[config.mk]
export PLATFORM = sky130hd
export DESIGN_NAME = dft_direct_flat
export DESIGN_NICKNAME = d
export VERILOG_FILES = /design/src/rtl/dftd_pkg.sv /design/src/rtl/dftd_if.sv /design/src/rtl/dft_direct.sv /design/src/rtl/dftd_cell.sv /design/src/rtl/dftd_mac.sv /design/src/rtl/dftd_scale.sv /design/src/flat_wrapper.sv
export SDC_FILE = /design/constraint.sdc
export NUM_CORES = 2
export LEC_CHECK = 0
export BUFFER_PORTS_ARGS = -buffer_cell sky130_fd_sc_hd__buf_2
export CAP_MARGIN = 0
export CORE_ASPECT_RATIO = 1.5
export CORE_UTILIZATION = 60
export CTS_BUF_LIST = sky130_fd_sc_hd__clkbuf_16
export DETAILED_ROUTE_END_ITERATION = 8
export PLACE_DENSITY_LB_ADDON = 0.2
export RECOVER_POWER = 25
export SYNTH_ARGS = -nofsm -noshare
export SYNTH_HDL_FRONTEND = slang
export SYNTH_HIERARCHICAL = 1
export SYNTH_SLANG_ARGS = --single-unit
export TNS_END_PERCENT = 100
[constraint.sdc]
create_clock -name clk -period 47.7 [get_ports clk]
set_input_delay 2.385 -clock clk [delete_from_list [all_inputs] [get_ports clk]]
set_output_delay 2.385 -clock clk [all_outputs]
set_load 0.02 [all_outputs]
[src/rtl/dftd_pkg.sv]
// shared constants, control structs and twiddle/saturation functions for the dft block
package dftd_pkg;

  localparam int SAMPLE_W = 16;
  localparam int BIN_W = 6;
  localparam int OUT_W = 22;
  localparam int SAT_W = 48;

  localparam int DFTD_POINTS = 64;
  localparam int DFTD_TWIDDLE_BITS = 16;

  localparam longint unsigned PI_HALF_Q30 = 64'd1686629713;
  localparam longint unsigned ONE_Q30 = 64'd1 << 30;

  localparam longint OUT_MAX = 64'sd2097151;
  localparam longint OUT_MIN = -64'sd2097152;
  localparam logic signed [SAT_W-1:0] SAT_HI = SAT_W'(OUT_MAX);
  localparam logic signed [SAT_W-1:0] SAT_LO = SAT_W'(OUT_MIN);

  typedef struct packed {
    logic             valid;
    logic             first;
    logic             last;
    logic             last_bin;
    logic             mode;
    logic [BIN_W-1:0] bin;
  } beat_t;

  typedef struct packed {
    logic             valid;
    logic             mode;
    logic             last_bin;
    logic [BIN_W-1:0] bin;
  } res_ctl_t;

  function automatic longint to_tw(longint v, int tbits);
    longint lim;
    longint r;
    longint vv;
    int     sh;
    sh = 31 - tbits;
    lim = (longint'(1) << (tbits - 1)) - 1;
    vv = (v < 0) ? 64'sd0 : v;
    r = (vv + (longint'(1) << (sh - 1))) >>> sh;
    return (r > lim) ? lim : r;
  endfunction

  // shift-subtract quotient, used only for rom constants
  function automatic longint unsigned udiv(longint unsigned num, longint unsigned den);
    longint unsigned quo;
    longint unsigned rem;
    quo = '0;
    rem = '0;
    for (int b = 63; b >= 0; b--) begin
      rem = {rem[62:0], num[b]};
      if (rem >= den) begin
        rem = rem - den;
        quo[b] = 1'b1;
      end
    end
    return quo;
  endfunction

  // quarter-wave taylor series, then quadrant fold
  function automatic longint tw_entry(longint unsigned phi, longint unsigned quad, int tbits,
                                      bit want_sin);
    longint unsigned phi2;
    longint unsigned ts;
    longint unsigned tc;
    longint unsigned dv_s;
    longint unsigned dv_c;
    longint          ss;
    longint          cs;
    longint          c;
    longint          s;
    longint          res;
    phi2 = (phi * phi) >> 30;
    ts = phi;
    tc = ONE_Q30;
    ss = longint'(phi);
    cs = longint'(ONE_Q30);
    for (int i = 1; i <= 15; i++) begin
      dv_s = longint'(2 * i) * longint'(2 * i + 1);
      dv_c = longint'(2 * i - 1) * longint'(2 * i);
      ts = udiv((ts * phi2) >> 30, dv_s);
      tc = udiv((tc * phi2) >> 30, dv_c);
      if ((i & 1) != 0) begin
        ss = ss - longint'(ts);
        cs = cs - longint'(tc);
      end else begin
        ss = ss + longint'(ts);
        cs = cs + longint'(tc);
      end
    end
    c = to_tw(cs, tbits);
    s = to_tw(ss, tbits);
    unique case (quad[1:0])
      2'd0: res = want_sin ? s : c;
      2'd1: res = want_sin ? c : -s;
      2'd2: res = want_sin ? -s : -c;
      2'd3: res = want_sin ? -c : s;
      default: res = 64'sd0;
    endcase
    return res;
  endfunction

  function automatic logic signed [OUT_W-1:0] sat_out(logic signed [SAT_W-1:0] v);
    if (v > SAT_HI) begin
      return SAT_HI[OUT_W-1:0];
    end else if (v < SAT_LO) begin
      return SAT_LO[OUT_W-1:0];
    end
    return v[OUT_W-1:0];
  endfunction

endpackage

[src/rtl/dftd_if.sv]
// valid/ready channel interfaces for samples, results and configuration
interface dftd_in_if;
  import dftd_pkg::*;
  logic                       valid;
  logic                       ready;
  logic signed [SAMPLE_W-1:0] sample;
  modport source (output valid, output sample, input ready);
  modport sink (input valid, input sample, output ready);
endinterface

interface dftd_out_if;
  import dftd_pkg::*;
  logic                    valid;
  logic                    ready;
  logic [BIN_W-1:0]        bin_index;
  logic signed [OUT_W-1:0] real_part;
  logic signed [OUT_W-1:0] imag_part;
  logic                    last_bin;
  modport source (output valid, output bin_index, output real_part, output imag_part,
                  output last_bin, input ready);
  modport sink (input valid, input bin_index, input real_part, input imag_part,
                input last_bin, output ready);
endinterface

interface dftd_cfg_if;
  logic valid;
  logic ready;
  logic inverse_mode;
  modport source (output valid, output inverse_mode, input ready);
  modport sink (input valid, input inverse_mode, output ready);
endinterface

[src/rtl/dft_direct.sv]
// direct n-point dft top level: sample chain, sequencer, mac and output scaling
// each bin's beats pass ctl1, ctl2 and the accumulator in the mac, then ctl_a, ctl_b and the
//   result register in the scale stage; bin k+1 starts only after bin k is taken
// a run loads POINTS samples (one sample per cycle), then the single multiply-accumulate unit,
//   fed one sample per cycle from the circulating chain, computes POINTS bins; between bins it
//   waits for the mac and scale to drain, and the next run loads after its last beat is issued
// reset: synchronous, clears the sequencer, counters, mode and all valid flags
module dft_direct #(
  parameter int POINTS = dftd_pkg::DFTD_POINTS,
  parameter int TWIDDLE_BITS = dftd_pkg::DFTD_TWIDDLE_BITS
) (
  input logic        clk,
  input logic        rst,
  dftd_cfg_if.sink   cfg,
  dftd_in_if.sink    samples,
  dftd_out_if.source results
);
  import dftd_pkg::*;

  localparam int LogN = $clog2(POINTS);
  localparam int AccW = SAMPLE_W + TWIDDLE_BITS + LogN;

  typedef enum logic [1:0] {
    ST_LOAD = 2'b01,
    ST_CALC = 2'b10
  } state_t;

  state_t                     state;
  state_t                     state_next;
  logic [LogN-1:0]            load_cnt;
  logic [LogN-1:0]            n_cnt;
  logic [LogN-1:0]            k_cnt;
  logic [LogN-1:0]            m_idx;
  logic [LogN:0]              m_sum;
  logic [LogN:0]              m_wrap;
  logic                       mode;
  logic                       in_take;
  logic                       issue;
  logic                       shift_en;
  logic                       last_load;
  logic                       last_n;
  logic                       last_k;
  logic                       mac_busy;
  logic                       scale_busy;
  logic signed [SAMPLE_W-1:0] cell_q [POINTS];
  logic signed [SAMPLE_W-1:0] tail_d;
  beat_t                      beat;
  res_ctl_t                   done;
  logic signed [AccW-1:0]     acc_re;
  logic signed [AccW-1:0]     acc_im;

  assign samples.ready = (state == ST_LOAD);
  assign cfg.ready = 1'b1;

  always_comb begin
    in_take = samples.valid && samples.ready;
    last_load = (load_cnt == LogN'(POINTS - 1));
    last_n = (n_cnt == LogN'(POINTS - 1));
    last_k = (k_cnt == LogN'(POINTS - 1));
    issue = (state == ST_CALC) && ((n_cnt != '0) || !(mac_busy || scale_busy));
    shift_en = in_take || issue;
    tail_d = (state == ST_LOAD) ? samples.sample : cell_q[0];
    m_sum = {1'b0, m_idx} + {1'b0, k_cnt};
    m_wrap = (m_sum >= (LogN+1)'(POINTS)) ? m_sum - (LogN+1)'(POINTS) : m_sum;
    beat.valid = issue;
    beat.first = (n_cnt == '0);
    beat.last = last_n;
    beat.last_bin = last_k;
    beat.mode = mode;
    beat.bin = BIN_W'(k_cnt);
  end

  always_comb begin
    state_next = state;
    unique case (state)
      ST_LOAD: begin
        if (in_take && last_load) begin
          state_next = ST_CALC;
        end
      end
      ST_CALC: begin
        if (issue && last_n && last_k) begin
          state_next = ST_LOAD;
        end
      end
      default: state_next = ST_LOAD;
    endcase
  end

  always_ff @(posedge clk) begin
    if (rst) begin
      state <= ST_LOAD;
      load_cnt <= '0;
      n_cnt <= '0;
      k_cnt <= '0;
      m_idx <= '0;
      mode <= 1'b0;
    end else begin
      state <= state_next;
      if (cfg.valid && cfg.ready) begin
        mode <= cfg.inverse_mode;
      end
      if (in_take) begin
        load_cnt <= last_load ? '0 : load_cnt + LogN'(1);
      end
      if (issue) begin
        if (last_n) begin
          n_cnt <= '0;
          m_idx <= '0;
          k_cnt <= last_k ? '0 : k_cnt + LogN'(1);
        end else begin
          n_cnt <= n_cnt + LogN'(1);
          m_idx <= m_wrap[LogN-1:0];
        end
      end
    end
  end

  // circulating chain: head at cell 0, new samples and rotation enter at the tail
  for (genvar i = 0; i < POINTS; i++) begin : g_cell
    if (i == POINTS - 1) begin : g_tail
      dftd_cell u_cell (
        .clk   (clk),
        .shift (shift_en),
        .d     (tail_d),
        .q     (cell_q[i])
      );
    end else begin : g_body
      dftd_cell u_cell (
        .clk   (clk),
        .shift (shift_en),
        .d     (cell_q[i+1]),
        .q     (cell_q[i])
      );
    end
  end

  dftd_mac #(
    .POINTS       (POINTS),
    .TWIDDLE_BITS (TWIDDLE_BITS)
  ) u_mac (
    .clk    (clk),
    .rst    (rst),
    .beat   (beat),
    .x      (cell_q[0]),
    .m_idx  (m_idx),
    .done   (done),
    .acc_re (acc_re),
    .acc_im (acc_im),
    .busy   (mac_busy)
  );

  dftd_scale #(
    .POINTS       (POINTS),
    .TWIDDLE_BITS (TWIDDLE_BITS)
  ) u_scale (
    .clk     (clk),
    .rst     (rst),
    .done    (done),
    .acc_re  (acc_re),
    .acc_im  (acc_im),
    .results (results),
    .busy    (scale_busy)
  );

endmodule

[src/rtl/dftd_cell.sv]
// one sample cell of the circulating sample chain
module dftd_cell (
  input  logic                                clk,
  input  logic                                shift,
  input  logic signed [dftd_pkg::SAMPLE_W-1:0] d,
  output logic signed [dftd_pkg::SAMPLE_W-1:0] q
);
  import dftd_pkg::*;

  always_ff @(posedge clk) begin
    if (shift) begin
      q <= d;
    end
  end

endmodule

[src/rtl/dftd_mac.sv]
// twiddle rom and complex multiply-accumulate pipeline
module dftd_mac #(
  parameter int POINTS = dftd_pkg::DFTD_POINTS,
  parameter int TWIDDLE_BITS = dftd_pkg::DFTD_TWIDDLE_BITS
) (
  input  logic                                     clk,
  input  logic                                     rst,
  input  dftd_pkg::beat_t                          beat,
  input  logic signed [dftd_pkg::SAMPLE_W-1:0]     x,
  input  logic [$clog2(POINTS)-1:0]                m_idx,
  output dftd_pkg::res_ctl_t                       done,
  output logic signed
    [dftd_pkg::SAMPLE_W+TWIDDLE_BITS+$clog2(POINTS)-1:0] acc_re,
  output logic signed
    [dftd_pkg::SAMPLE_W+TWIDDLE_BITS+$clog2(POINTS)-1:0] acc_im,
  output logic                                     busy
);
  import dftd_pkg::*;

  localparam int LogN = $clog2(POINTS);
  localparam int ProdW = SAMPLE_W + TWIDDLE_BITS;
  localparam int AccW = ProdW + LogN;

  logic signed [TWIDDLE_BITS-1:0] cos_rom [POINTS];
  logic signed [TWIDDLE_BITS-1:0] sin_rom [POINTS];

  for (genvar m = 0; m < POINTS; m++) begin : g_rom
    localparam longint unsigned Quad = (4 * m) / POINTS;
    localparam longint unsigned Rem = 4 * m - Quad * POINTS;
    localparam longint unsigned Phi = (PI_HALF_Q30 * Rem) / POINTS;
    localparam longint CosVal = tw_entry(Phi, Quad, TWIDDLE_BITS, 1'b0);
    localparam longint SinVal = tw_entry(Phi, Quad, TWIDDLE_BITS, 1'b1);
    assign cos_rom[m] = CosVal[TWIDDLE_BITS-1:0];
    assign sin_rom[m] = SinVal[TWIDDLE_BITS-1:0];
  end

  beat_t                          ctl1;
  beat_t                          ctl2;
  logic signed [SAMPLE_W-1:0]     x1;
  logic signed [TWIDDLE_BITS-1:0] cos1;
  logic signed [TWIDDLE_BITS-1:0] sin1;
  logic signed [ProdW-1:0]        p_re;
  logic signed [ProdW-1:0]        p_im;

  always_ff @(posedge clk) begin
    if (rst) begin
      ctl1 <= '0;
      ctl2 <= '0;
      done <= '0;
    end else begin
      ctl1 <= beat;
      ctl2 <= ctl1;
      done.valid <= ctl2.valid && ctl2.last;
      done.mode <= ctl2.mode;
      done.last_bin <= ctl2.last_bin;
      done.bin <= ctl2.bin;
    end
  end

  always_ff @(posedge clk) begin
    x1 <= x;
    cos1 <= cos_rom[m_idx];
    sin1 <= sin_rom[m_idx];
    p_re <= x1 * cos1;
    p_im <= x1 * sin1;
    if (ctl2.valid) begin
      if (ctl2.first) begin
        acc_re <= AccW'(p_re);
        acc_im <= -AccW'(p_im);
      end else begin
        acc_re <= acc_re + AccW'(p_re);
        acc_im <= acc_im - AccW'(p_im);
      end
    end
  end

  assign busy = ctl1.valid | ctl2.valid | done.valid;

endmodule

[src/rtl/dftd_scale.sv]
// output rounding, divide by points for inverse, saturation and result register
module dftd_scale #(
  parameter int POINTS = dftd_pkg::DFTD_POINTS,
  parameter int TWIDDLE_BITS = dftd_pkg::DFTD_TWIDDLE_BITS
) (
  input  logic                                     clk,
  input  logic                                     rst,
  input  dftd_pkg::res_ctl_t                       done,
  input  logic signed
    [dftd_pkg::SAMPLE_W+TWIDDLE_BITS+$clog2(POINTS)-1:0] acc_re,
  input  logic signed
    [dftd_pkg::SAMPLE_W+TWIDDLE_BITS+$clog2(POINTS)-1:0] acc_im,
  dftd_out_if.source                               results,
  output logic                                     busy
);
  import dftd_pkg::*;

  localparam int LogN = $clog2(POINTS);
  localparam int AccW = SAMPLE_W + TWIDDLE_BITS + LogN;
  localparam int SumW = AccW + 1;
  localparam int ZW = SumW - (TWIDDLE_BITS - 1);
  localparam int ZB = LogN + 16;
  localparam int UW = LogN + ZB + 1;
  localparam int ShiftS = UW + LogN;
  localparam int MW = UW + 2;
  localparam int QW = ZB + 1;

  localparam logic signed [SumW-1:0] RndFwd = SumW'(longint'(1) << (TWIDDLE_BITS - 2));
  localparam logic signed [SumW-1:0] RndInv =
    SumW'(longint'(POINTS) << (TWIDDLE_BITS - 2));
  localparam logic [UW-1:0] Bias = UW'(longint'(POINTS) << ZB);
  localparam logic [MW-1:0] Magic =
    MW'(((longint'(1) << ShiftS) + longint'(POINTS) - 1) / longint'(POINTS));

  logic signed [SumW-1:0] sum_re;
  logic signed [SumW-1:0] sum_im;
  logic signed [ZW-1:0]   za_re_c;
  logic signed [ZW-1:0]   za_im_c;
  logic [UW-1:0]          u_c;

  res_ctl_t               ctl_a;
  res_ctl_t               ctl_b;
  logic signed [ZW-1:0]   za_re_a;
  logic signed [ZW-1:0]   za_im_a;
  logic [UW-1:0]          u_a;
  logic signed [ZW-1:0]   za_re_b;
  logic signed [ZW-1:0]   za_im_b;
  logic [UW+MW-1:0]       prod_b;

  logic [QW-1:0]          q_c;
  logic signed [QW-1:0]   qs_c;

  always_comb begin
    sum_re = SumW'(acc_re) + (done.mode ? RndInv : RndFwd);
    sum_im = SumW'(acc_im) + RndFwd;
    za_re_c = sum_re[SumW-1:TWIDDLE_BITS-1];
    za_im_c = sum_im[SumW-1:TWIDDLE_BITS-1];
    u_c = UW'(za_re_c) + Bias;
    q_c = prod_b[ShiftS +: QW];
    qs_c = {~q_c[QW-1], q_c[QW-2:0]};
  end

  always_ff @(posedge clk) begin
    if (rst) begin
      ctl_a <= '0;
      ctl_b <= '0;
      results.valid <= 1'b0;
    end else begin
      ctl_a <= done;
      ctl_b <= ctl_a;
      if (ctl_b.valid) begin
        results.valid <= 1'b1;
      end else if (results.ready) begin
        results.valid <= 1'b0;
      end
    end
  end

  always_ff @(posedge clk) begin
    za_re_a <= za_re_c;
    za_im_a <= za_im_c;
    u_a <= u_c;
    za_re_b <= za_re_a;
    za_im_b <= za_im_a;
    prod_b <= u_a * Magic;
    if (ctl_b.valid) begin
      results.bin_index <= ctl_b.bin;
      results.last_bin <= ctl_b.last_bin;
      results.real_part <= ctl_b.mode ? sat_out(SAT_W'(qs_c)) : sat_out(SAT_W'(za_re_b));
      results.imag_part <= ctl_b.mode ? '0 : sat_out(SAT_W'(za_im_b));
    end
  end

  assign busy = ctl_a.valid | ctl_b.valid | results.valid;

endmodule

[src/flat_wrapper.sv]
// flat-port wrapper written by rule: the top's interface ports become plain ports
module dft_direct_flat import dftd_pkg::*;
#(
  parameter int POINTS = dftd_pkg::DFTD_POINTS,
  parameter int TWIDDLE_BITS = dftd_pkg::DFTD_TWIDDLE_BITS
)
  (clk, rst, cfg_valid, cfg_inverse_mode, cfg_ready, samples_valid, samples_sample, samples_ready, results_valid, results_bin_index, results_real_part, results_imag_part, results_last_bin, results_ready);
  dftd_cfg_if cfg_i ();
  dftd_in_if samples_i ();
  dftd_out_if results_i ();
  input logic clk;
  input logic rst;
  input wire logic [$bits(cfg_i.valid)-1:0] cfg_valid;
  input wire logic [$bits(cfg_i.inverse_mode)-1:0] cfg_inverse_mode;
  output wire logic [$bits(cfg_i.ready)-1:0] cfg_ready;
  input wire logic [$bits(samples_i.valid)-1:0] samples_valid;
  input wire logic [$bits(samples_i.sample)-1:0] samples_sample;
  output wire logic [$bits(samples_i.ready)-1:0] samples_ready;
  output wire logic [$bits(results_i.valid)-1:0] results_valid;
  output wire logic [$bits(results_i.bin_index)-1:0] results_bin_index;
  output wire logic [$bits(results_i.real_part)-1:0] results_real_part;
  output wire logic [$bits(results_i.imag_part)-1:0] results_imag_part;
  output wire logic [$bits(results_i.last_bin)-1:0] results_last_bin;
  input wire logic [$bits(results_i.ready)-1:0] results_ready;
  assign cfg_i.valid = cfg_valid;
  assign cfg_i.inverse_mode = cfg_inverse_mode;
  assign cfg_ready = cfg_i.ready;
  assign samples_i.valid = samples_valid;
  assign samples_i.sample = samples_sample;
  assign samples_ready = samples_i.ready;
  assign results_valid = results_i.valid;
  assign results_bin_index = results_i.bin_index;
  assign results_real_part = results_i.real_part;
  assign results_imag_part = results_i.imag_part;
  assign results_last_bin = results_i.last_bin;
  assign results_i.ready = results_ready;
  dft_direct #(.POINTS(POINTS), .TWIDDLE_BITS(TWIDDLE_BITS)) u_core (.clk(clk), .rst(rst), .cfg(cfg_i), .samples(samples_i), .results(results_i));
endmodule
# --- Yosys cells after proc, flatten, opt, wreduce, memory -nomap -nowiden ---
# Memories as Yosys holds them, arrays and structs flattened. A register that Yosys moved wholly into a read port is not among the register bits.
# Cells that the tools add are included.
totals:
  mem_count: 2
  regBits: 1462
  inputBits: 22
  wordCells: 193
  out_inout_bits: 54
  romBits: 2048
memory_table:
  columns: ["memory", "words", "width", "read_ports", "rd_ports_with_merged_regs", "wr", "line_no", "rtl"]
  rows:
  - ["(name not given)", 64, 16, 1, 1, 0, "dftd_mac.sv:63", "sin1 <= sin_rom[m_idx];"]
  - ["(name not given)", 64, 16, 1, 1, 0, "dftd_mac.sv:62", "cos1 <= cos_rom[m_idx];"]
classes:
  n_mul: 2
  mux: 33
  n_addsub: 11
  bitwise: 6
  reduce_logical: 15
  eq_ne: 7
  magnitude_cmp: 7
ops:
  columns: ["cell", "n"]
  rows:
  - ["2-to-1 mux 22 bit", 10]
  - ["2-to-1 mux 38 bit", 2]
  - ["multiplier 16 x 16 -> 32 bit", 2]
  - ["> comparator 24 x 22 -> 1 bit (second input constant)", 2]
  - ["< comparator 24 x 22 -> 1 bit (second input constant)", 2]
  - ["adder 38 x 16 -> 39 bit (second input constant)", 1]
  - ["adder 38 x 22 -> 39 bit", 1]
  - ["adder 38 x 32 -> 38 bit", 1]
  - ["negator 32 -> 38 bit", 1]
  - ["subtractor 38 x 32 -> 38 bit", 1]
  - ["2-to-1 mux 6 bit", 5]
  - ["adder 29 bit (second input constant)", 1]
  - ["> comparator 23 x 22 -> 1 bit (second input constant)", 1]
  - ["< comparator 23 x 22 -> 1 bit (second input constant)", 1]
  - ["2-to-1 mux 21 bit", 1]
  - ["adder 6 x 1 -> 6 bit (second input constant)", 3]
  - ["== test 6 bit (second input constant)", 3]
  - ["2-to-1 mux 16 bit", 1]
  - ["2-to-1 mux 1 bit", 11]
  - ["adder 6 x 6 -> 7 bit", 1]
  - [">= comparator 7 bit (second input constant)", 1]
  - ["inverter 6 -> 7 bit", 1]
  - ["logical AND 1 bit", 6]
  - ["logical NOT 6 bit", 1]
  - ["13 further kinds", 21]

# --- Logic depth before layout (Yosys ltp) ---
depth:
  ltp_word: 10
  ltp_mapped: 26
  depth_no_buf: 25

# --- Modules after synthesis ---
# Netlist, hierarchy kept.
by_module_without_submodules:
  columns: ["module", "instances", "cells_each", "seq_area_each_um2", "area_per_inst_um2"]
  rows:
  - ["dftd_mac", 1, 3470, 5144.9, 31796.7]
  - ["dftd_cell", 64, 16, 480.5, 480.5]
  - ["dftd_scale", 1, 427, 3873.7, 5501.5]
  - ["dft_direct", 1, 215, 540.5, 1611.5]

# --- Worst setup path before layout ---
# OpenSTA, ideal clock, no wires.
synth_path:
  kind: "register to register"
  start: "register u_core/u_mac/ctl2[10] (netlist bit)"
  end: "register u_core/g_cell[0].g_body.u_cell/q[0] (netlist bit), enable pin"
  period_less_slack_ns: 26.346
  n_path_buf: 1
  stages_incl_launch_ff: 6
  t_required_ns: 40.615
  arrival_time_ns: 19.261
  setup_time_ns: 7.085
  setup_slack_ns: 21.354
  path_cell_list: "dfxtp_1 -> or3_1 -> nor2_1 -> o31ai_4 -> buf_2 -> nand2_1"
synth_via:
  elab_chain_len: 7
synth_rtl:
  columns: ["item", "line_no", "rtl"]
  rows:
  - ["from (decl)", "dftd_mac.sv:38", "beat_t ctl2;"]
  - ["from (signal assigned)", "dftd_mac.sv:52", "ctl2 <= ctl1;"]
  - ["bitwise OR 1 bit (2 in series)", "dftd_mac.sv:77", "assign busy = ctl1.valid | ctl2.valid | done.valid;"]
  - ["named net u_core.mac_busy", "dft_direct.sv:43", "logic mac_busy;"]
  - ["logical OR 1 bit", "dft_direct.sv:60", "issue = (state == ST_CALC) && ((n_cnt != '0) || !(mac_busy || scale_busy));"]
  - ["logical NOT 1 bit", "dft_direct.sv:60", null]
  - ["logical OR 1 bit", "dft_direct.sv:60", null]
  - ["logical AND 1 bit", "dft_direct.sv:60", null]
  - ["logical OR 1 bit", "dft_direct.sv:61", "shift_en = in_take || issue;"]
  - ["named net u_core.shift_en", "dft_direct.sv:39", "logic shift_en;"]
  - ["to (signal assigned)", "dftd_cell.sv:12", "q <= d;"]
  - ["to (decl)", "dftd_cell.sv:6", "output logic signed [dftd_pkg::SAMPLE_W-1:0] q"]
# The timed path passes the listed nets, and every way through them passes these cells.
# A chain may end at the register's enable or synchronous reset.

# --- Final worst setup path ---
layout_path:
  start: "register u_core.u_mac.x1[2]"
  end: "register u_core.u_mac.p_im[30]"
layout_via:
  elab_chain_len: 1
layout_rtl:
  columns: ["item", "line_no", "rtl"]
  rows:
  - ["from (decl)", "dftd_mac.sv:39", "logic signed [SAMPLE_W-1:0] x1;"]
  - ["from (signal assigned)", "dftd_mac.sv:61", "x1 <= x;"]
  - ["multiplier 16 x 16 -> 32 bit", "dftd_mac.sv:65", "p_im <= x1 * sin1;"]
  - ["to (signal assigned)", "dftd_mac.sv:65", null]
  - ["to (decl)", "dftd_mac.sv:43", "logic signed [ProdW-1:0] p_im;"]
# Every way passes these cells.

==> impl_metrics.ini <==
[status]
status = finished clean

[cts]
cts_tree = yes
cts.sinks = 1438
root_buffer = clkbuf_16
clock_path_buffers = 3
cts_hold_buf = 0
cts-htree-levels = 3
post-cts-setup-buffer-count = 0
clock_latency_ns = 0.74
cts_buffers = 120
cts_resized = 0
clkTransAtPathRegs_ns = 0.06

[timing]
fin_crit_sh_pct = 15.4
rsz0062_at_grt = no
relSlewSlack_pct = 13.9
tightest_slew_ns = 1.29
fin_crit_ns = 7.33
slew_viol_final = 0
worst_slack_ns = 40.37
fin_worst_skew_ns = 0.0450
finalHoldViolCount = 0
fin_setup_tns_ns = 0
finalSetupViolCount = 0
fmax_mhz = 136

[worst_setup_path]
startpoint = u_core/u_mac/x1[2]
cp-start-kind = flip-flop
worst_ep_arrival_time_ns = 7.95
critPathMaxFanout = 32
cp-end-kind = flip-flop
cp_data_required_time_ns = 48.32
criticalPathCategory = reg2reg
ff2ff_setup_slack_ns = 40.37
r2r_start = u_core/u_mac/x1[2]

[grt]
overflow = 0
grt_usage_pct = 22.1
antenna_found_initial = 0
grt_max_degree = 218
grt_pass1_wl_um = 202000
first_global_vias = 38720

[yosys]
syn_avg_cell_area_sq_um = 13.6
synth_ff_type = edfxtp_1
synth_most_common_cell = edfxtp_1
syn_inst = 5136
synth-seq-cells = 1438
yosysUniqueCellTypes = 88
synth_area_sq_um = 69700
synth_top_area_share_pct = 49.6
synthesis.nets = 5947
netlist_top_cells_area = edfxtp_1 (50%), fa_1 (15%), dfxtp_1 (8.2%)
netlist_top_cells_count = edfxtp_1 (1151), inv_1 (684), fa_1 (527)
ys_warn_count = 6
synth_edf_count = 1151
seq_area_frac_synth_pct = 57.9
async_flop_share_pct = 0
synth.largest_area_cell = edfxtp_1

[routing]
wire_per_inst_um = 18.1
routed_wl_um = 124000
ant_nets = 0
via_per_inst = 5.43
drt_iter0_drc = 2317
drcViolationCount = 0
via_count = 37303
drtPass1Iterations = 5

[floorplanning]
die_area_sq_um = 117000
die_h_um = 419
die_w_um = 280
start_util_pct = 60.7
rows = 152
fp.coreArea_sq_um = 115000
ios = 76

[power_and_ir_drop]
p_sw_w = 0.00202
p_int_w = 0.00324
peakVddDrop_mv = 0.213
pwr-share-comb_pct = 52.8
powerDensity_nw_per_um2 = 69.5
power_leakage_nw = 30.7
swShare_pct = 38.4
sequentialPowerShare_pct = 28.9
pwr-share-clk_pct = 18.3

[final_layout]
multiInputGateArea_sq_um = 26200
final_nets = 6032
n_antenna_cell = 0
fillers = 8308
drive_gt1_share_pct = 6.85
final-seq-area_sq_um = 40300
area_growth_pct = 8.56

[worst_hold_path]
hold_class = reg2reg
worstHoldStart = u_core/u_scale/u_a[0]

[placed_design]
place_ws_ns = 40.24
port_buffers = 74
hpwl_um = 82900
gp_congestion = 0.902

[run]
maxCapViolations = 0
[per-stage QoR]
step / area [sq um] / util, % / hold slack, ns / power [W] / instances
after floorplan: 69700 / - / 0.310 / 0.00380 / 5136
after global placement: 71700 / 62.5 / 0.312 / 0.00428 / 6639
after detailed placement: 71700 / 62.5 / 0.312 / 0.00435 / 6639
after CTS: 75600 / 65.9 / 0.291 / 0.00534 / 6865
after global routing: 75600 / 65.9 / 0.299 / 0.00575 / 6865
final: 75600 / 65.9 / 0.301 / 0.00525 / 6865
[critical path, cell delays in order (launching register included)]
cell and delay, ns:
dfxtp_1 1.18, nand2_1 0.20, fa_1 0.59, inv_1 0.04, ha_1 0.26, inv_1 0.05
fa_1 0.53, inv_1 0.08, fa_1 0.51, fa_1 0.54, inv_1 0.06, fa_1 0.53
inv_1 0.04, ha_1 0.31, nand4_1 0.20, a2111oi_0 0.69, o21bai_1 0.26, a211oi_1 0.43
o2111ai_1 0.21, a31oi_1 0.21, o21a_1 0.14, nor2_1 0.05, xnor2_1 0.12
[kinds of logic (layout without fill, tap and decap cells)]
group | after synthesis | after routing | synth area share, %
DFF | 1438 | 1438 | 57.9
other | 1 | 1 | 0.00538
and+or+nand+nor | 1225 | 1225 | 8.75
buffers and inverters | 839 | 1028 | 4.54
xor gates and xnor gates | 208 | 208 | 2.62
muxes | 35 | 35 | 0.974
AOI/OAI and AO/OA | 601 | 601 | 5.41
adders and majority gates | 789 | 789 | 19.9
[registers in the layout (all words and copies together) (netlist names), 11 cells and up]
| name | flops |
|---|---|
| u_core/u_scale/za_re_b | 23 |
| u_core/u_mac/x1 | 16 |
| u_core/u_mac/p_im | 32 |
| u_core/u_mac/acc_im | 38 |
| u_core/u_scale/results.imag_part | 22 |
| u_core/u_scale/za_im_a | 24 |
| u_core/u_mac/ctl1 | 11 |
| u_core/u_mac/ctl2 | 11 |
| u_core/u_mac/cos1 | 16 |
| u_core/u_scale/u_a | 25 |
| u_core/u_mac/sin1 | 16 |
| u_core/g_cell.g_body.u_cell/q | 1008 |
| u_core/u_scale/za_im_b | 24 |
| u_core/u_scale/results.real_part | 22 |
| u_core/u_mac/acc_re | 38 |
| u_core/u_mac/p_re | 32 |
| u_core/g_cell.g_tail.u_cell/q | 16 |
[routing by layer]
| metal | up-vias | GRT usage (%) | part of all wire, % |
|---|---|---|---|
| met2 | 829 | 38.3 | 51 |
| met3 | 282 | 2.58 | 3.6 |
| met1 | 18711 | 27.7 | 41 |
| met4 | 0 | 10.3 | 4.4 |
| li1 | 17481 | - | - |
| met5 | - | 0 | 0 |
[power by group through the flow]
| stage | Combinational (W) | Clock (W) | Sequential [W] |
|---|---|---|---|
| floorplan | 0.00223 | 0 | 0.00157 |
| global placement | 0.00274 | 0 | 0.00155 |
| detailed placement | 0.00280 | 0 | 0.00155 |
| CTS | 0.00282 | 0.000995 | 0.00152 |
| global route | 0.00319 | 0.00104 | 0.00153 |
| finish | 0.00277 | 0.000961 | 0.00152 |
[cell usage in the layout, fill, tap and decap left out, drive strengths merged, types with 18 or more instances in the layout]
cell    count
ha        262
xnor2     151
and2      258
fa        527
mux4       26
nor3       32
o22ai      24
o31ai      21
a31oi      18
edfxtp   1151
nand2b     42
inv       728
o21bai     19
clkbuf    125
and3       19
o21a       45
buf       114
nand4      32
o21ai     164
a21oi     166
clkinv     49
nor2      169
xor2       57
nand2     457
a21o       64
nor2b      81
nand3      78
dfxtp     287
[worst paths after layout]
path,end,cells past startpoint
setup / recovery,u_core/u_mac/p_im[30],22
hold / removal,u_core/u_scale/za_re_b[0],0
setup reg to reg,u_core/u_mac/p_im[30],22
hold reg to reg,u_core/u_scale/za_re_b[0],0
[cell type report]
class,count,share of cell area (%)
well taps,1540,2.55
clock buffers,125,4.14
repair buffers,114,0.920
multi-input cells,2859,34.6
clock inverters,101,1.02
flip-flops and latches,1438,53.3
inverters,688,3.42
No activity file was read; power rests on OpenSTA's default activity.
